## src/rtl/core/stp_pkg.sv

```systemverilog
`default_nettype none

package stp_pkg;

   // Input operation codes
   localparam logic OP_TICK  = 1'b0;
   localparam logic OP_START = 1'b1;

   // Configuration register indexes
   localparam int CSR_INDEX_BITS = 1;
   localparam logic [CSR_INDEX_BITS-1:0] CSR_MIN_DELAY = 1'b0;
   localparam logic [CSR_INDEX_BITS-1:0] CSR_MAX_DELAY = 1'b1;

   // Register reset values
   localparam int MIN_DELAY_RESET = 5;
   localparam int MAX_DELAY_RESET = 20;

   // Shared arithmetic unit modes
   localparam logic [1:0] ALU_MUL = 2'd0;
   localparam logic [1:0] ALU_DIV = 2'd1;
   localparam logic [1:0] ALU_FIN = 2'd2;
   localparam logic [1:0] ALU_OFF = 2'd3;

   typedef struct packed {
      logic [1:0] mode;
      logic       down;
   } alu_ctrl_type;

   function automatic logic [7:0] coil_of(input logic [1:0] ph);
      logic [7:0] c;
      unique case (ph)
         2'd0: c = 8'b0011_0000;
         2'd1: c = 8'b0000_0110;
         2'd2: c = 8'b0010_1000;
         2'd3: c = 8'b0000_0101;
         default: c = 8'h00;
      endcase
      return c;
   endfunction

endpackage

`default_nettype wire

```

## src/rtl/core/stp_if.sv

```systemverilog
`default_nettype none

interface stp_req_if #(
   parameter int COUNT_BITS = 16
);
   logic                         valid;
   logic                         ready;
   logic                         op;
   logic signed [COUNT_BITS-1:0] move_count;
   logic [1:0]                   start_phase;

   modport source(output valid, op, move_count, start_phase, input ready);
   modport sink(input valid, op, move_count, start_phase, output ready);
endinterface

interface stp_rsp_if #(
   parameter int DELAY_BITS = 8
);
   logic                  valid;
   logic                  ready;
   logic [7:0]            coil_pattern;
   logic [3:0]            phase_flag;
   logic [1:0]            phase;
   logic [DELAY_BITS-1:0] step_delay;
   logic                  move_done;

   modport source(output valid, coil_pattern, phase_flag, phase, step_delay, move_done,
                  input ready);
   modport sink(input valid, coil_pattern, phase_flag, phase, step_delay, move_done,
                output ready);
endinterface

`default_nettype wire

```

## src/rtl/core/stepper_trapezoid_profile.sv

```systemverilog
// Channel   Dir  Payload                                           Handshake
// req_ch    in   op, move_count, start_phase                       valid/ready
// rsp_ch    out  coil_pattern, phase_flag, phase, step_delay,      valid/ready
//                move_done
// csr_*     in   csr_index, csr_wdata                              csr_we, no wait
//
// A start, an idle tick or a countdown tick is handled in S_IDLE alone. A done word
// or a step at the flat top speed also passes through S_PUT. A step on a ramp makes
// DELAY_BITS shift-add passes and DELAY_BITS restoring divide passes
// through the one shared adder in stp_alu, then a final add and the hand-off.
// Reset is synchronous; it clears control state and loads the delay registers.
// A stalled rsp_ch holds its word; a new word waits in a pending register and
// blocks req_ch until the output register frees up.
`default_nettype none

module stepper_trapezoid_profile #(
   parameter int COUNT_BITS = 16,
   parameter int DELAY_BITS = 8
) (
   input  logic                                clock,
   input  logic                                reset,
   stp_req_if.sink                             req_ch,
   stp_rsp_if.source                           rsp_ch,
   input  logic                                csr_we,
   input  logic [stp_pkg::CSR_INDEX_BITS-1:0]  csr_index,
   input  logic [DELAY_BITS-1:0]               csr_wdata
);
   import stp_pkg::*;

   localparam int MAG_BITS = COUNT_BITS - 1;
   localparam int PW       = MAG_BITS + DELAY_BITS;
   localparam int CNT_BITS = $clog2(DELAY_BITS);

   // sequencer states
   localparam logic [2:0] S_IDLE = 3'd0;
   localparam logic [2:0] S_MUL  = 3'd1;
   localparam logic [2:0] S_DIV  = 3'd2;
   localparam logic [2:0] S_FIN  = 3'd3;
   localparam logic [2:0] S_PUT  = 3'd4;

   logic [2:0]             state_ff, state_in;
   logic [CNT_BITS-1:0]    cnt_ff, cnt_in;
   logic [DELAY_BITS-1:0]  min_ff, min_in;
   logic [DELAY_BITS-1:0]  max_ff, max_in;
   logic                   busy_ff, busy_in;
   logic                   backward_ff, backward_in;
   logic [MAG_BITS-1:0]    total_ff, total_in;
   logic [MAG_BITS-1:0]    index_ff, index_in;
   logic [MAG_BITS-1:0]    ramp_ff, ramp_in;
   logic [MAG_BITS-1:0]    desc_ff, desc_in;
   logic [1:0]             phase_ff, phase_in;
   logic [DELAY_BITS-1:0]  wait_ff, wait_in;
   logic [MAG_BITS-1:0]    mcand_ff, mcand_in;
   logic [PW-1:0]          acc_ff, acc_in;
   logic                   down_ff, down_in;

   // pending word, waiting for the output register
   logic [7:0]             pend_coil_ff, pend_coil_in;
   logic [3:0]             pend_flag_ff, pend_flag_in;
   logic [1:0]             pend_phase_ff, pend_phase_in;
   logic [DELAY_BITS-1:0]  pend_delay_ff, pend_delay_in;
   logic                   pend_done_ff, pend_done_in;

   // output register
   logic                   out_valid_ff, out_valid_in;
   logic [7:0]             out_coil_ff, out_coil_in;
   logic [3:0]             out_flag_ff, out_flag_in;
   logic [1:0]             out_phase_ff, out_phase_in;
   logic [DELAY_BITS-1:0]  out_delay_ff, out_delay_in;
   logic                   out_done_ff, out_done_in;

   logic                   accept;
   logic [DELAY_BITS-1:0]  lo;
   logic [DELAY_BITS-1:0]  hi;
   logic [DELAY_BITS-1:0]  span;
   logic [COUNT_BITS-1:0]  count_u;
   logic [COUNT_BITS-1:0]  count_neg;
   logic [COUNT_BITS-1:0]  mag_full;
   logic [MAG_BITS-1:0]    mag;
   logic [1:0]             flag_sel;
   logic [1:0]             next_phase;
   alu_ctrl_type           alu_ctrl;
   logic [PW-1:0]          alu_acc;
   logic [DELAY_BITS-1:0]  alu_delay;

   // Effective profile limits; max below min collapses to min.
   assign lo   = min_ff;
   assign hi   = (max_ff < min_ff) ? min_ff : max_ff;
   assign span = hi - lo;

   // Magnitude of the move; the most negative count saturates.
   assign count_u   = req_ch.move_count;
   assign count_neg = ~count_u + COUNT_BITS'(1);
   assign mag_full  = count_u[COUNT_BITS-1] ? count_neg : count_u;
   assign mag       = mag_full[COUNT_BITS-1] ? '1 : mag_full[MAG_BITS-1:0];

   assign flag_sel   = phase_ff + 2'd1;
   assign next_phase = backward_ff ? (phase_ff - 2'd1) : flag_sel;

   assign req_ch.ready = (state_ff == S_IDLE);
   assign accept       = req_ch.valid && req_ch.ready;

   always_comb begin
      alu_ctrl.down = down_ff;
      unique case (state_ff)
         S_MUL:   alu_ctrl.mode = ALU_MUL;
         S_DIV:   alu_ctrl.mode = ALU_DIV;
         S_FIN:   alu_ctrl.mode = ALU_FIN;
         default: alu_ctrl.mode = ALU_OFF;
      endcase
   end

   stp_alu #(
      .MAG_BITS   (MAG_BITS),
      .DELAY_BITS (DELAY_BITS)
   ) u_stp_alu (
      .ctrl     (alu_ctrl),
      .span_bit (span[cnt_ff]),
      .acc      (acc_ff),
      .mcand    (mcand_ff),
      .ramp     (ramp_ff),
      .base     (down_ff ? hi : lo),
      .acc_next (alu_acc),
      .delay    (alu_delay)
   );

   always_comb begin
      state_in      = state_ff;
      cnt_in        = cnt_ff;
      min_in        = min_ff;
      max_in        = max_ff;
      busy_in       = busy_ff;
      backward_in   = backward_ff;
      total_in      = total_ff;
      index_in      = index_ff;
      ramp_in       = ramp_ff;
      desc_in       = desc_ff;
      phase_in      = phase_ff;
      wait_in       = wait_ff;
      mcand_in      = mcand_ff;
      acc_in        = acc_ff;
      down_in       = down_ff;
      pend_coil_in  = pend_coil_ff;
      pend_flag_in  = pend_flag_ff;
      pend_phase_in = pend_phase_ff;
      pend_delay_in = pend_delay_ff;
      pend_done_in  = pend_done_ff;
      out_valid_in  = out_valid_ff && !rsp_ch.ready;
      out_coil_in   = out_coil_ff;
      out_flag_in   = out_flag_ff;
      out_phase_in  = out_phase_ff;
      out_delay_in  = out_delay_ff;
      out_done_in   = out_done_ff;

      // register writes; indexes beyond the list drop
      if (csr_we) begin
         if (csr_index == CSR_MIN_DELAY) begin
            min_in = csr_wdata;
         end else if (csr_index == CSR_MAX_DELAY) begin
            max_in = csr_wdata;
         end
      end

      unique case (state_ff)
         S_IDLE: begin
            if (accept) begin
               if (req_ch.op == OP_START) begin
                  // a start while busy is dropped
                  if (!busy_ff) begin
                     busy_in     = 1'b1;
                     backward_in = count_u[COUNT_BITS-1];
                     total_in    = mag;
                     index_in    = '0;
                     ramp_in     = mag >> 2;
                     desc_in     = mag - (mag >> 2);
                     phase_in    = req_ch.start_phase;
                     wait_in     = '0;
                  end
               end else if (busy_ff) begin
                  if (wait_ff != '0) begin
                     wait_in = wait_ff - DELAY_BITS'(1);
                  end else if (index_ff < total_ff) begin
                     // take one step, delay worked out below
                     phase_in      = next_phase;
                     index_in      = index_ff + MAG_BITS'(1);
                     pend_coil_in  = coil_of(next_phase);
                     pend_flag_in  = 4'b0001 << flag_sel;
                     pend_phase_in = next_phase;
                     pend_done_in  = 1'b0;
                     acc_in        = '0;
                     cnt_in        = CNT_BITS'(DELAY_BITS - 1);
                     priority if (index_ff < ramp_ff) begin
                        down_in  = 1'b1;
                        mcand_in = index_ff;
                        state_in = S_MUL;
                     end else if (index_ff < desc_ff) begin
                        // flat top: minimum delay, no arithmetic
                        pend_delay_in = lo;
                        wait_in       = (lo == '0) ? '0 : lo - DELAY_BITS'(1);
                        state_in      = S_PUT;
                     end else begin
                        down_in  = 1'b0;
                        mcand_in = index_ff - desc_ff;
                        state_in = S_MUL;
                     end
                  end else begin
                     // move finished: done word
                     busy_in       = 1'b0;
                     pend_coil_in  = '0;
                     pend_flag_in  = '0;
                     pend_phase_in = phase_ff;
                     pend_delay_in = '0;
                     pend_done_in  = 1'b1;
                     state_in      = S_PUT;
                  end
               end
            end
         end
         S_MUL: begin
            acc_in = alu_acc;
            if (cnt_ff == '0) begin
               cnt_in   = CNT_BITS'(DELAY_BITS - 1);
               state_in = S_DIV;
            end else begin
               cnt_in = cnt_ff - CNT_BITS'(1);
            end
         end
         S_DIV: begin
            acc_in = alu_acc;
            if (cnt_ff == '0) begin
               state_in = S_FIN;
            end else begin
               cnt_in = cnt_ff - CNT_BITS'(1);
            end
         end
         S_FIN: begin
            // hi - quotient on the way down, lo + quotient on the way up
            pend_delay_in = alu_delay;
            wait_in       = (alu_delay == '0) ? '0 : alu_delay - DELAY_BITS'(1);
            state_in      = S_PUT;
         end
         S_PUT: begin
            if (!out_valid_ff || rsp_ch.ready) begin
               out_valid_in = 1'b1;
               out_coil_in  = pend_coil_ff;
               out_flag_in  = pend_flag_ff;
               out_phase_in = pend_phase_ff;
               out_delay_in = pend_delay_ff;
               out_done_in  = pend_done_ff;
               state_in     = S_IDLE;
            end
         end
         default: begin
            state_in = S_IDLE;
         end
      endcase
   end

   always_ff @(posedge clock) begin
      if (reset) begin
         state_ff     <= S_IDLE;
         cnt_ff       <= '0;
         min_ff       <= DELAY_BITS'(MIN_DELAY_RESET);
         max_ff       <= DELAY_BITS'(MAX_DELAY_RESET);
         busy_ff      <= 1'b0;
         backward_ff  <= 1'b0;
         total_ff     <= '0;
         index_ff     <= '0;
         ramp_ff      <= '0;
         desc_ff      <= '0;
         phase_ff     <= '0;
         wait_ff      <= '0;
         out_valid_ff <= 1'b0;
      end else begin
         state_ff     <= state_in;
         cnt_ff       <= cnt_in;
         min_ff       <= min_in;
         max_ff       <= max_in;
         busy_ff      <= busy_in;
         backward_ff  <= backward_in;
         total_ff     <= total_in;
         index_ff     <= index_in;
         ramp_ff      <= ramp_in;
         desc_ff      <= desc_in;
         phase_ff     <= phase_in;
         wait_ff      <= wait_in;
         out_valid_ff <= out_valid_in;
      end
   end

   // payload registers, no reset
   always_ff @(posedge clock) begin
      mcand_ff      <= mcand_in;
      acc_ff        <= acc_in;
      down_ff       <= down_in;
      pend_coil_ff  <= pend_coil_in;
      pend_flag_ff  <= pend_flag_in;
      pend_phase_ff <= pend_phase_in;
      pend_delay_ff <= pend_delay_in;
      pend_done_ff  <= pend_done_in;
      out_coil_ff   <= out_coil_in;
      out_flag_ff   <= out_flag_in;
      out_phase_ff  <= out_phase_in;
      out_delay_ff  <= out_delay_in;
      out_done_ff   <= out_done_in;
   end

   assign rsp_ch.valid        = out_valid_ff;
   assign rsp_ch.coil_pattern = out_coil_ff;
   assign rsp_ch.phase_flag   = out_flag_ff;
   assign rsp_ch.phase        = out_phase_ff;
   assign rsp_ch.step_delay   = out_delay_ff;
   assign rsp_ch.move_done    = out_done_ff;

endmodule

`default_nettype wire

```

## src/rtl/core/stp_alu.sv

```systemverilog
`default_nettype none

module stp_alu #(
   parameter int MAG_BITS   = 15,
   parameter int DELAY_BITS = 8,
   localparam int PW = MAG_BITS + DELAY_BITS
) (
   input  stp_pkg::alu_ctrl_type  ctrl,
   input  logic                   span_bit,
   input  logic [PW-1:0]          acc,
   input  logic [MAG_BITS-1:0]    mcand,
   input  logic [MAG_BITS-1:0]    ramp,
   input  logic [DELAY_BITS-1:0]  base,
   output logic [PW-1:0]          acc_next,
   output logic [DELAY_BITS-1:0]  delay
);
   import stp_pkg::*;

   localparam int AW = PW + 1;

   logic [AW-1:0]       op_a;
   logic [AW-1:0]       op_b;
   logic                sub;
   logic [AW-1:0]       sum;
   logic                qbit;
   logic [MAG_BITS-1:0] shifted;
   logic [MAG_BITS-1:0] rem_new;

   assign shifted = {acc[PW-2:DELAY_BITS], acc[DELAY_BITS-1]};

   always_comb begin
      op_a = '0;
      op_b = '0;
      sub  = 1'b0;
      unique case (ctrl.mode)
         ALU_MUL: begin
            // shift-add, multiplier bits taken MSB first
            op_a = {1'b0, acc[PW-2:0], 1'b0};
            op_b = span_bit ? AW'(mcand) : '0;
         end
         ALU_DIV: begin
            // restoring step: bring in next dividend bit, trial subtract
            op_a = AW'({acc[PW-1:DELAY_BITS], acc[DELAY_BITS-1]});
            op_b = AW'(ramp);
            sub  = 1'b1;
         end
         ALU_FIN: begin
            op_a = AW'(base);
            op_b = AW'(acc[DELAY_BITS-1:0]);
            sub  = ctrl.down;
         end
         default: begin
            op_a = '0;
         end
      endcase
   end

   assign sum     = op_a + (sub ? ~op_b : op_b) + AW'(sub);
   assign qbit    = ~sum[AW-1];
   assign rem_new = qbit ? sum[MAG_BITS-1:0] : shifted;
   assign delay   = sum[DELAY_BITS-1:0];

   always_comb begin
      if (ctrl.mode == ALU_DIV) begin
         acc_next = {rem_new, acc[DELAY_BITS-2:0], qbit};
      end else begin
         acc_next = sum[PW-1:0];
      end
   end

endmodule

`default_nettype wire

```

## src/flat_wrapper.sv

```systemverilog
// flat-port wrapper written by rule: the top's interface ports become plain ports
module stepper_trapezoid_profile_flat import stp_pkg::*;
#(
   parameter int COUNT_BITS = 16,
   parameter int DELAY_BITS = 8
)
  (clock, reset, csr_we, csr_index, csr_wdata, req_ch_valid, req_ch_op, req_ch_move_count, req_ch_start_phase, req_ch_ready, rsp_ch_valid, rsp_ch_coil_pattern, rsp_ch_phase_flag, rsp_ch_phase, rsp_ch_step_delay, rsp_ch_move_done, rsp_ch_ready);
  stp_req_if #(.COUNT_BITS(COUNT_BITS)) req_ch_i ();
  stp_rsp_if #(.DELAY_BITS(DELAY_BITS)) rsp_ch_i ();
  input  logic clock;
  input  logic reset;
  input  logic csr_we;
  input  logic [stp_pkg::CSR_INDEX_BITS-1:0] csr_index;
  input  logic [DELAY_BITS-1:0] csr_wdata;
  input wire logic [$bits(req_ch_i.valid)-1:0] req_ch_valid;
  input wire logic [$bits(req_ch_i.op)-1:0] req_ch_op;
  input wire logic [$bits(req_ch_i.move_count)-1:0] req_ch_move_count;
  input wire logic [$bits(req_ch_i.start_phase)-1:0] req_ch_start_phase;
  output wire logic [$bits(req_ch_i.ready)-1:0] req_ch_ready;
  output wire logic [$bits(rsp_ch_i.valid)-1:0] rsp_ch_valid;
  output wire logic [$bits(rsp_ch_i.coil_pattern)-1:0] rsp_ch_coil_pattern;
  output wire logic [$bits(rsp_ch_i.phase_flag)-1:0] rsp_ch_phase_flag;
  output wire logic [$bits(rsp_ch_i.phase)-1:0] rsp_ch_phase;
  output wire logic [$bits(rsp_ch_i.step_delay)-1:0] rsp_ch_step_delay;
  output wire logic [$bits(rsp_ch_i.move_done)-1:0] rsp_ch_move_done;
  input wire logic [$bits(rsp_ch_i.ready)-1:0] rsp_ch_ready;
  assign req_ch_i.valid = req_ch_valid;
  assign req_ch_i.op = req_ch_op;
  assign req_ch_i.move_count = req_ch_move_count;
  assign req_ch_i.start_phase = req_ch_start_phase;
  assign req_ch_ready = req_ch_i.ready;
  assign rsp_ch_valid = rsp_ch_i.valid;
  assign rsp_ch_coil_pattern = rsp_ch_i.coil_pattern;
  assign rsp_ch_phase_flag = rsp_ch_i.phase_flag;
  assign rsp_ch_phase = rsp_ch_i.phase;
  assign rsp_ch_step_delay = rsp_ch_i.step_delay;
  assign rsp_ch_move_done = rsp_ch_i.move_done;
  assign rsp_ch_i.ready = rsp_ch_ready;
  stepper_trapezoid_profile #(.COUNT_BITS(COUNT_BITS), .DELAY_BITS(DELAY_BITS)) u_core (.clock(clock), .reset(reset), .req_ch(req_ch_i), .rsp_ch(rsp_ch_i), .csr_we(csr_we), .csr_index(csr_index), .csr_wdata(csr_wdata));
endmodule
```

## config.mk

```make
export PLATFORM = sky130hd
export DESIGN_NAME = stepper_trapezoid_profile_flat
export DESIGN_NICKNAME = d
export VERILOG_FILES = /design/src/rtl/core/stp_pkg.sv /design/src/rtl/core/stp_if.sv /design/src/rtl/core/stepper_trapezoid_profile.sv /design/src/rtl/core/stp_alu.sv /design/src/flat_wrapper.sv
export SDC_FILE = /design/constraint.sdc
export NUM_CORES = 1
export LEC_CHECK = 0
export ABC_AREA = 1
export ABC_CLOCK_PERIOD_IN_PS = 15900
export BUFFER_PORTS_ARGS = -buffer_cell sky130_fd_sc_hd__buf_4
export CAP_MARGIN = 40
export CORE_ASPECT_RATIO = 1.25
export CORE_UTILIZATION = 40
export CTS_CLUSTER_DIAMETER = 80
export DETAILED_ROUTE_END_ITERATION = 7
export PLACE_DENSITY = 0.53
export SYNTH_ARGS = -nofsm -noshare
export SYNTH_HDL_FRONTEND = slang
export SYNTH_SLANG_ARGS = --single-unit
```

## constraint.sdc

```tcl
create_clock -name clock -period 15.9 [get_ports clock]
set_clock_uncertainty 0.1 [all_clocks]
set_input_delay 2.385 -clock clock [delete_from_list [all_inputs] [get_ports clock]]
set_output_delay 2.385 -clock clock [all_outputs]
set_load 0.02 [all_outputs]
```

==> results.cfg, run 1 <==
[run_status]
status = completed

[final_layout]
synthToLayoutAreaGrowth_pct = 12.2
antenna_cells = 0
finalCoreUtilization_pct = 45.8
final_nets = 1809
drive_gt1_share_pct = 8.53

[global_routing]
grtUsageTotal_pct = 24.1
grt-ovfl-total = 0
grt_first_pass_wirelength_um = 56300
antenna_found_initial = 0
grt_pass1_vias = 10500
grt_max_degree = 44

[floorplanning]
die_w_um = 157
die_area_sq_um = 30600
start_util_pct = 40.8
rows = 70
top_level_ports = 58
core_sq_um = 29300
die_y_um = 195

[pwr]
power_density_nw_per_um2 = 140
pwr-share-comb_pct = 48.5
power_frac_clock_pct = 22.6
ir_worst_vdd_mv = 0.0849
switching_power_mw = 0.879
leakage_nw = 6.11
seqPwrFrac_pct = 28.9
p_int_mw = 1.00
swShare_pct = 46.7

[synth]
synth-edff-count = 81
seq_area_frac_synth_pct = 33.7
synth_top_area_share_pct = 20.3
yosysWarningCount = 0
synthArstFlopShare_pct = 0
synth_commonest_cells = 286 x nand2_1, 243 x inv_1, 171 x a21oi_1, 137 x o21ai_0, 126 x nor2_1
yosys.area.top_type = edfxtp_1
synthDistinctLibCells = 53
netlist_area_sq_um = 12000
ys.flop_type = edfxtp_1
synth_most_common_cell = nand2_1
postSynthCellCount = 1623
synth.avg_cell_area_sq_um = 7.38
ys_ff_latch = 161
synth_area_leaders = edfxtp_1 20%, dfxtp_1 13%, ha_1 11%

[clock_tree]
htreeDepth = 4
ctsHoldBuffers = 0
path_clk_slew_ns = 0.07
numClockSinks = 161
cts_buffers = 17
postCtsSetupBuffers = 0
cts.path.max_buffers = 2
cts_resized = 0
clk_latency_ns = 0.45
root_buffer = clkbuf_16
cts_tree = yes

[sta]
final.setup.tns_ns = 0
rsz0062_at_grt = false
fmax_mhz = 150
hold_violations = 0
slew-limit-headroom_pct = 54.1
fin_crit_sh_pct = 41.9
max_slew.worst_pin.slew_ns = 0.686
setup_viol = 0
finalMaxSlewViolations = 0
layout_min_cycle_time_ns = 6.66

[critical_path]
max_stage_delay_ns = 0.40
worstPathArrival_ns = 6.75
endpoint_kind = register
critPathMaxFanout = 18
crit_top_cell = nand2_1
worstSetupPathType = register to register
cpMaxStageDelayCell = fa_1
startpoint_type = register
worst_ep_required_time_ns = 15.99

[detailed_routing]
routed_wirelength_um = 35600
drc = 0
dr.pass1.iters = 6
wire_per_inst_um = 17.2
num_vias = 10800
vias_per_cell = 5.23
antenna_left = 0
drt_iter0_drc = 617

[placement]
dp_hpwl_um = 27900
port_buffers = 55
place_congestion = 0.924

[min_path]
worstHoldPathType = register to register

[job]
max_cap_viol_count = 0
[sequential cells by signal (all words and copies together), names as in the netlist, 2 cells and up]
signal	count
u_core.acc_ff	23
u_core.cnt_ff	3
u_core.desc_ff	15
u_core.index_ff	15
u_core.lo	8
u_core.max_ff	8
u_core.mcand_ff	15
u_core.pend_coil_ff	6
u_core.pend_delay_ff	8
u_core.pend_flag_ff	4
u_core.pend_phase_ff	2
u_core.phase_ff	2
u_core.rsp_ch.coil_pattern	6
u_core.rsp_ch.phase	2
u_core.rsp_ch.phase_flag	4
u_core.rsp_ch.step_delay	8
u_core.state_ff	3
u_core.total_ff	15
u_core.wait_ff	8
[routing by layer]
| metal | global-route usage (%) | up-vias | share of wire (%) |
|---|---|---|---|
| met4 | 9.88 | 0 | 3.5 |
| met1 | 28.4 | 5016 | 43 |
| met5 | 0 | - | 0 |
| met3 | 3.04 | 61 | 2.9 |
| met2 | 43.7 | 205 | 51 |
| li1 | - | 5562 | - |
[final cells by class]
class | instances | area (sq um)
clock buffers | 17 | 425
well taps | 396 | 495
inverters | 250 | 938
fillers | 3022 | 15900
repair buffers | 66 | 514
multi-input cells | 1168 | 6840
flip-flops and latches | 161 | 4030
clock inverters | 15 | 181
[cells in the final DEF, fill, tap and decap left out, types with 4 or more instances in the layout]
cell and instances:
o21ai_0 137, inv_1 243, nand3_1 82, clkbuf_16 17, a32o_1 7, o21a_1 4, o21ai_1 9, o221ai_1 10
clkinv_8 5, nor4_1 6, edfxtp_1 81, a21oi_1 170, nor2_1 126, a31oi_1 18, nand2_2 14, nor3_1 24
o22ai_1 8, dfxtp_1 80, or2_2 5, nand4_1 7, fa_1 4, a21oi_2 8, buf_4 63, o21bai_1 6
xor2_1 45, xnor2_1 17, o211ai_1 15, ha_1 108, nand3_2 7, a211oi_1 6, nand2_1 286, inv_2 5
inv_8 5
[final timing paths]
path,start,endpoint,slack [ns],cells past startpoint
worst max register to register,u_core.lo[1],u_core.acc_ff[22],9.24,49
worst min-delay path,u_core.pend_delay_ff[2],u_core.rsp_ch.step_delay[2],0.32,0
worst min register to register,u_core.pend_delay_ff[2],u_core.rsp_ch.step_delay[2],0.32,0
worst max-delay path,u_core.lo[1],u_core.acc_ff[22],9.24,49
[power by group through the flow]
stage                     logic [mW]  clock network, mW  registers, mW
final                          0.913              0.425          0.545
after global placement         0.908                  0          0.553
after floorplan                0.666                  0          0.541
after CTS                      0.914              0.435          0.544
after detailed placement       0.910                  0          0.553
after global routing            1.03              0.448          0.550
[worst max-delay path, delay by kind of cell (launching register included)]
kind	cells	cell delay, ns
DFF	1	0.31
xor gates and xnor gates	1	0.16
buffers and inverters	4	0.45
and+or+nand+nor	30	2.56
adders and majority gates	4	1.27
AOI/OAI and AO/OA	10	1.59
[cells by family after synthesis]
| kind of cell | share of synthesized area [%] |
|---|---|
| xor gates and xnor gates | 4.53 |
| AOI/OAI and AO/OA | 19.7 |
| buffers and inverters | 9.40 |
| DFF | 33.7 |
| and+or+nand+nor | 20.7 |
| other | 0.0313 |
| adders and majority gates | 12.0 |
[stage by stage]
step	instance area [sq um]	hold WS (ns)	total power [mW]	worst slack, ns	instances
5_1_grt	13400	0.325	2.02	8.55	2073
2_1_floorplan	12000	0.300	1.21	9.86	1624
3_3_place_gp	12800	0.304	1.46	9.35	2038
4_1_cts	13400	0.322	1.89	9.27	2073
3_5_place_dp	12800	0.305	1.46	9.28	2041
6_report	13400	0.321	1.88	9.24	2073
Power figures use the tool's default switching activity.
==> run 2, diff against run 1 <==
--- a/config.mk
+++ b/config.mk
@@ -6,14 +6,14 @@
 export NUM_CORES = 1
 export LEC_CHECK = 0
 export ABC_AREA = 1
-export ABC_CLOCK_PERIOD_IN_PS = 15900
+export ABC_CLOCK_PERIOD_IN_PS = 5540
 export BUFFER_PORTS_ARGS = -buffer_cell sky130_fd_sc_hd__buf_4
 export CAP_MARGIN = 40
 export CORE_ASPECT_RATIO = 1.25
 export CORE_UTILIZATION = 40
 export CTS_CLUSTER_DIAMETER = 80
 export DETAILED_ROUTE_END_ITERATION = 7
-export PLACE_DENSITY = 0.53
+export PLACE_DENSITY = 0.55
 export SYNTH_ARGS = -nofsm -noshare
 export SYNTH_HDL_FRONTEND = slang
 export SYNTH_SLANG_ARGS = --single-unit
==> constraint.sdc (replaced) <==
create_clock -name clock -period 5.54 [get_ports clock]
set_clock_uncertainty 0.1 [all_clocks]
set_input_delay 0.831 -clock clock [delete_from_list [all_inputs] [get_ports clock]]
set_output_delay 0.831 -clock clock [all_outputs]
set_load 0.02 [all_outputs]
==> run 2 against run 1 <==
Compared with the run above:
- the run now ends with setup timing left
- global-route usage grew 0.27 points
- worst setup slack worse by 9.3 ns
- wire length up 2.4%
- hold slack got worse by 0.00055 ns
- clock power grew to 2.8 times the previous value
- highest routed layer unchanged
==> results.cfg, run 2 (synthesis results as in run 1) <==
[run_status]
status = finished with violations
violations = setup timing

[critical_path]
r2r_start = u_core.lo[6]
critPathMaxFanout = 7
reg2reg_setup_slack_ns = -0.05
max_stage_delay_ns = 0.35
worstPathArrival_ns = 5.68
crit_top_cell = nand2_1
cpMaxStageDelayCell = fa_2
r2r_cells = 45
worst_ep_required_time_ns = 5.63
worstSetupPathType = register to register
endpoint_kind = register
worstReg2RegEnd = u_core.acc_ff[22]
startpoint_type = register

[min_path]
worstHoldStart = u_core.pend_delay_ff[4]
hold_depth = 0
worstHoldPathType = register to register
hold_end = u_core.rsp_ch.step_delay[4]

[pwr]
ir_worst_vdd_mv = 0.251
leakage_nw = 6.79
p_total_mw = 5.90
power_density_nw_per_um2 = 395

[clock_tree]
htreeDepth = 4
cts_tree = yes
path_clk_slew_ns = 0.07
ctsHoldBuffers = 0
numClockSinks = 161
clk_latency_ns = 0.45
root_buffer = clkbuf_16
cts_buffers = 17
cts.path.max_buffers = 2

[global_routing]
grt_first_pass_wirelength_um = 58000
grt-ovfl-total = 0
grt_pass1_vias = 11200
antenna_found_initial = 0
grtUsageTotal_pct = 24.4
grt_max_degree = 44

[detailed_routing]
routed_wirelength_um = 36500
wire_per_inst_um = 16.6
vias_per_cell = 5.18
drc = 0
drt_iter0_drc = 549
dr.pass1.iters = 5
num_vias = 11400
antenna_left = 0

[final_layout]
largest-register = u_core.acc_ff
final_cell_mix = 263 x nand2_1, 229 x inv_1, 180 x buf_4
antenna_cells = 0
synthToLayoutAreaGrowth_pct = 24.8
finalCoreUtilization_pct = 51.0
drive_gt1_share_pct = 21.1
final_common_cell = nand2_1
largest_reg_flops = 23
final_nets = 1935
n_fill_cell = 2898

[placement]
port_buffers = 55
post-place-ws_ns = -0.161
dp_hpwl_um = 28400
place_congestion = 0.897

[floorplanning]
core_sq_um = 29300
die_area_sq_um = 30600
start_util_pct = 40.8
rows = 70
die_w_um = 157
top_level_ports = 58
die_y_um = 195

[sta]
worst_slack_ns = -0.0464
fmax_mhz = 179
layout_min_cycle_time_ns = 5.59
finalMaxSlewViolations = 0
setup_viol = 1
fin_crit_sh_pct = 101
slew-limit-headroom_pct = 57.5
final.setup.tns_ns = -0.0464
hold_violations = 0
max_slew.worst_pin.slew_ns = 0.637
rsz0062_at_grt = true

[job]
max_cap_viol_count = 0
## run 2: changes by cell type in the layout (fill, tap and decap cells not counted), sizes merged
cell,before,now
inv,255,256
clkinv,10,8
nand2,303,304
buf,66,191
clkinvlp,0,1
## run 2: worst max-delay path, delay by kind of cell, from the launching register on
family          cells  cell delay, ns
simple gates       23            1.93
flops               1            0.34
buf+inv             4            0.26
xor+xnor            1            0.18
fa+ha+maj           3            0.90
compound gates     14            1.62
## run 2: where the power goes
part           total [mW]  switching (mW)  internal [mW]  leakage [nW]
clock                1.21           0.597          0.611         0.291
sequential           1.56           0.111           1.45          1.40
combinational        3.13            1.97           1.16          5.10
## run 2: layout make-up
class                   count  area [sq um]  share of cell area (%)
repair buffers            191          1480                    9.87
flip-flops and latches    161          4040                    27.0
clock inverters            15           178                    1.19
well taps                 396           495                    3.31
multi-input cells        1169          7400                    49.5
inverters                 250           938                    6.28
clock buffers              17           425                    2.85
## run 2: repair_timing
item | in CTS | in global routing
hold endpoints to repair | 0 | 0
pin swaps | 4 | 47
setup buffers | 8 | 18
cloned | 0 | 2
endpoints found under the setup margin | 15 | 30
resized for setup | 18 | 120
## run 2: metrics by stage
step	cells	instance area, sq um	hold slack (ns)
5_1_grt	2199	15000	0.323
3_5_place_dp	2143	13600	0.305
2_1_floorplan	1624	12000	0.300
4_1_cts	2183	14400	0.322
3_3_place_gp	2140	13600	0.302
6_report	2199	15000	0.320
## run 2: routing by layer
metal	share of wire, %	routed length, um	global-route usage (%)
met4	2.1	773	7.44
met5	0	0	0
met3	2.4	871	2.69
met2	52	19000	45.5
met1	43	15900	28.8
## run 2: worst max path at each step
stage	startpoint	endpoint	slack, ns	depth (start not counted)
floorplan	u_core.lo[1]	u_core.acc_ff[22]	-0.08	49
global placement	u_core.lo[3]	u_core.acc_ff[22]	-0.07	44
detailed placement	u_core.lo[1]	u_core.acc_ff[22]	-0.16	46
CTS	u_core.lo[3]	u_core.acc_ff[22]	-0.04	46
global route	u_core.lo[2]	u_core.acc_ff[22]	-0.55	47
finish	u_core.lo[6]	u_core.acc_ff[22]	-0.05	45
